===== config.mk =====
export PLATFORM = sky130hd
export DESIGN_NAME = htw_cell
export DESIGN_NICKNAME = d
export VERILOG_FILES = /design/src/rtl/core/htw_pkg.sv /design/src/rtl/core/htw_cell.sv
export SDC_FILE = /design/constraint.sdc
export NUM_CORES = 1
export LEC_CHECK = 0
export ABC_AREA = 1
export BUFFER_PORTS_ARGS = -buffer_cell sky130_fd_sc_hd__buf_2
export CAP_MARGIN = 5
export CORE_MARGIN = 5
export CORE_UTILIZATION = 50
export CTS_CLUSTER_SIZE = 10
export DETAILED_ROUTE_END_ITERATION = 16
export HOLD_SLACK_MARGIN = 0.02
export PLACE_DENSITY_LB_ADDON = 0.3
export SETUP_SLACK_MARGIN = 0.2
export SYNTH_ARGS = -nofsm -noshare
export SYNTH_HDL_FRONTEND = slang
export SYNTH_SLANG_ARGS = --single-unit

===== constraint.sdc =====
create_clock -name clk -period 3.9 [get_ports clk]
set_clock_uncertainty 0.2 [all_clocks]
set_input_delay 0.39 -clock clk [delete_from_list [all_inputs] [get_ports clk]]
set_output_delay 0.39 -clock clk [all_outputs]
set_load 0.02 [all_outputs]

===== src/rtl/core/htw_pkg.sv =====
// Package for the hierarchical timer wheel: shared codes, widths and the
// structures passed between the controller and the row of timer cells.
// No dependencies.
package htw_pkg;

	localparam int TIMEOUT_W = 27;
	localparam int TIME_W    = 64;
	localparam int HANDLE_W  = 5;
	localparam int MS_W      = 32;
	localparam int IDX_W     = 6;
	localparam int DAY_MS    = 86400000;

	typedef enum logic [1:0] {
		KIND_TICK  = 2'd0,
		KIND_REG   = 2'd1,
		KIND_UNREG = 2'd2,
		KIND_OTHER = 2'd3
	} kind_t;

	typedef enum logic [2:0] {
		EV_EXPIRED   = 3'd0,
		EV_REGISTERED = 3'd1,
		EV_POOL_FULL = 3'd2,
		EV_UNREG     = 3'd3,
		EV_TICK_DONE = 3'd4
	} ev_t;

	typedef enum logic [1:0] {
		ST_IDLE,
		ST_SCAN,
		ST_DONE
	} state_t;

	// Broadcast from the controller to every cell.
	typedef struct packed {
		logic                 adv;
		logic                 tick_en;
		logic                 claim_en;
		logic                 unreg_en;
		logic [HANDLE_W-1:0]  unreg_id;
		logic [TIME_W-1:0]    now;
		logic [TIMEOUT_W-1:0] tmo;
		logic                 rep;
	} cell_ctl_t;

	// Status returned by one cell while it holds the scan token.
	typedef struct packed {
		logic hit;
		logic claim;
	} cell_sts_t;

endpackage


===== src/rtl/core/htw_cell.sv =====
// One timer entry of the wheel: valid flag, expiry, timeout and repeat flag,
// plus the scan token stage that is handed to the next cell.
// Depends on htw_pkg.
module htw_cell #(
	parameter int IDX = 0
) (
	input  logic                clk,
	input  logic                arst_n,
	input  htw_pkg::cell_ctl_t  ctl,
	input  logic                token_in,
	output logic                token,
	output htw_pkg::cell_sts_t  sts
);

	logic                             valid_q;
	logic                             token_q;
	logic                             repeat_q;
	logic [htw_pkg::TIMEOUT_W-1:0]    timeout_q;
	logic [htw_pkg::TIME_W-1:0]       expiry_q;
	logic                             id_match;

	// The entry answers only while it holds the token.
	always_comb begin
		sts.hit   = token_q && valid_q && ctl.tick_en && (expiry_q == ctl.now);
		sts.claim = token_q && !valid_q && ctl.claim_en;
	end

	assign token    = token_q;
	assign id_match = ({1'b0, ctl.unreg_id} == htw_pkg::IDX_W'(IDX));

	// Token stage and valid flag.
	always_ff @(posedge clk or negedge arst_n) begin
		if (!arst_n) begin
			token_q <= 1'b0;
			valid_q <= 1'b0;
		end else begin
			if (ctl.adv) begin
				token_q <= token_in;
			end
			if (ctl.unreg_en && id_match) begin
				valid_q <= 1'b0;
			end else if (ctl.adv && sts.hit && !repeat_q) begin
				valid_q <= 1'b0;
			end else if (ctl.adv && sts.claim) begin
				valid_q <= 1'b1;
			end
		end
	end

	// Entry payload: armed on a claim, re-armed on a repeating expiry.
	always_ff @(posedge clk) begin
		if (ctl.adv && sts.claim) begin
			timeout_q <= ctl.tmo;
			repeat_q  <= ctl.rep;
			expiry_q  <= ctl.now + htw_pkg::TIME_W'(ctl.tmo);
		end else if (ctl.adv && sts.hit && repeat_q) begin
			expiry_q  <= ctl.now + htw_pkg::TIME_W'(timeout_q);
		end
	end

endmodule

==> flow_metrics.py <==
metrics = {
    "timing": {
        "setup-tns-final_ps": 0,
        "setup_viol": 0,
        "rsz0062_at_grt": "no",
        "period_share_pct": 86.2,
        "layout_min_cycle_time_ps": 3360,
        "fmax_ghz": 0.297,
        "worst_pin_slew_ps": 601,
        "maxSlewViolCount": 0,
        "hold_viol": 0,
        "slew_headroom_pct": 59.6,
    },
    "synth": {
        "yosysMostFrequentCell": "nand2_1",
        "netlist_top_cells_area": "edfxtp_1, nand2_1, inv_1, nor2_1, ha_1",
        "ys_seq_area_share_pct": 36.3,
        "syn-num-nets": 1254,
        "synth_area_mm2": 0.00775,
        "yosys.area.top_type_share_pct": 35.6,
        "synth_seq_cells": 94,
        "synthArstFlopShare_pct": 2.13,
        "ys.flop_type": "edfxtp_1",
        "synth_edf_count": 92,
        "avgSynthCellArea_um2": 6.91,
        "synth_top_cell_by_area": "edfxtp_1",
        "synth_cells": 1122,
        "yosysWarningCount": 0,
        "synth_common_cells": "nand2_1, inv_1, nor2_1",
        "ys_types": 39,
    },
    "clocking": {
        "clk_latency_ps": 360,
        "post_cts.repair.setup_buffers": 0,
        "cts_buffer_depth": 2,
        "cts_tree": "done",
        "cts_made_buffers": 9,
        "numClockSinks": 94,
        "cts.root.buffer_cell": "clkbuf_16",
        "path_clk_slew_ps": 70,
        "htreeDepth": 3,
    },
    "placement": {
        "portBuffers": 106,
        "finalWeightedCongestion": 1.04,
        "dp.cells": 1408,
        "placed_area_mm2": 0.00854,
        "dp_hpwl_um": 20600,
    },
    "floorplanning": {
        "ios": 107,
        "core_area_mm2": 0.0152,
        "die_area_mm2": 0.0181,
        "die_h_um": 135,
        "fp-row-count": 45,
        "die_w_um": 135,
        "start_util_pct": 51.0,
    },
    "critical_path": {
        "slowest_delay_ps": 400,
        "crit_buf_inv": 4,
        "crit_chain": "nor2_1, nand2_1, clkinv_1, buf_12, nand2_1, nand2_1, ha_1, inv_1, fa_1, inv_1, nand3_1, nand2_1, a21oi_1, o21bai_1, nand3_1, nand3_1, nand2_1",
        "worstSetupStartpointType": "register",
        "cp_data_arrival_time_ps": 3280,
        "cp_slowest_cell": "dfrtp_1",
        "cp-end-kind": "register",
        "crit_top_cell": "nand2_1",
        "cp_max_fo": 55,
        "crit_type": "reg2reg",
        "path_delay_family": "simple AND/OR/NAND/NOR gates",
        "required_ps": 3820,
    },
    "grt": {
        "grt_usage_pct": 28.1,
        "antenna_found_initial": 0,
        "grt_max_degree": 56,
        "grt_pass1_vias": 7363,
        "grt_pass1_wl_um": 39000,
        "grt.overflow.total": 0,
    },
    "routing": {
        "drt_iter0_drc": 719,
        "num_vias": 7762,
        "wl_um": 25000,
        "route.detailed.drc": 0,
        "drtAntennaViolNets": 0,
        "drtPass1Iterations": 5,
        "wl_per_cell_um": 17.4,
        "via_per_inst": 5.40,
    },
    "status": {
        "status": "finished clean",
    },
    "cells_and_area": {
        "nNetsFinal": 1376,
        "fillers": 1470,
        "area_growth_pct": 15.9,
        "drive_above_1_share_pct": 14.1,
        "diodes": 0,
        "postLayoutCellArea_mm2": 0.00899,
        "post-route-util_pct": 59.1,
        "fin_cells": 1437,
    },
    "power_and_ir_drop": {
        "leakage_nw": 4.26,
        "max-vdd-ir-drop_uv": 223,
        "power_density_mw_per_mm2": 317,
        "total_power_mw": 2.85,
    },
    "min_path": {
        "hp-class": "in2reg",
    },
    "run": {
        "maxCapViolations": 0,
    },
}
==> through the flow <==
| stage | hold WS, ps | setup slack, ps |
|---|---|---|
| floorplan | -106 | 457 |
| global placement | -22.5 | 413 |
| detailed placement | -22.8 | 489 |
| CTS | 20.8 | 575 |
| global route | 23.6 | 251 |
| finish | 20.4 | 537 |
==> where the power goes <==
group	switching (mW)	internal [mW]
sequential	0.0174	1.17
clock	0.435	0.564
combinational	0.441	0.223
==> registers in the layout (all words and copies together) (netlist names) <==
register / count
expiry_q: 64
timeout_q: 27
repeat_q: 1
token: 1
valid_q: 1
==> per-layer routing <==
metal	global-route usage [%]	wire (µm)
met5	0	0
met2	42.7	10800
met3	5.25	2370
met1	39.8	10900
met4	11.0	871
==> kinds of logic (layout without fill, tap and decap cells) <==
logic type      count (synthesis)  in the layout  share of synthesized area, %
compound gates                 85             85                          6.07
xor+xnor                       61             61                          6.89
fa+ha+maj                      28             28                          4.62
buf+inv                       172            299                          8.46
flops                          94             94                          36.3
simple gates                  682            682                          37.7
==> final timing paths <==
| kind | start | to | slack [ps] | cells past startpoint |
|---|---|---|---|---|
| max | valid_q | expiry_q[48] | 540 | 17 |
| min | ctl[1] | timeout_q[0] | 20 | 1 |
| max reg2reg | valid_q | expiry_q[48] | 540 | 17 |
| min reg2reg | token | token | 370 | 2 |
| max in group asynchronous | arst_n | token | 3260 | 2 |
| min in group asynchronous | arst_n | valid_q | 140 | 2 |
==> layout make-up <==
type / instances / area (µm²) / share of cell area [%]
flip-flops and latches: 94 / 2810 / 31.3
clock inverters: 7 / 96.3 / 1.07
inverters: 159 / 597 / 6.64
repair buffers: 124 / 736 / 8.19
multi-input cells: 856 / 4290 / 47.7
well taps: 188 / 235 / 2.62
clock buffers: 9 / 225 / 2.51
==> timing repair <==
item                                   in CTS  in global routing
gates resized for setup                     0                  0
endpoints found under the hold margin      14                  0
setup endpoints to repair                   0                  0
hold buffers                               13                  0
==> layout by cell type (no fill, tap or decap), drive strengths merged, types with 2 or more instances in the layout <==
| cell | n |
|---|---|
| clkbuf | 9 |
| nand3 | 70 |
| nand2 | 436 |
| dlygate4sd3 | 13 |
| ha | 27 |
| buf | 111 |
| o21ai | 39 |
| xor2 | 34 |
| nor2 | 123 |
| clkinv | 3 |
| o21bai | 4 |
| edfxtp | 92 |
| nor3 | 18 |
| nor4 | 8 |
| o211ai | 2 |
| nand3b | 3 |
| xnor2 | 27 |
| bufinv | 2 |
| inv | 159 |
| clkinvlp | 2 |
| dfrtp | 2 |
| nand4 | 22 |
| a21oi | 36 |
| and3 | 2 |
| o22ai | 3 |
No activity file was read; power rests on OpenSTA's default activity.
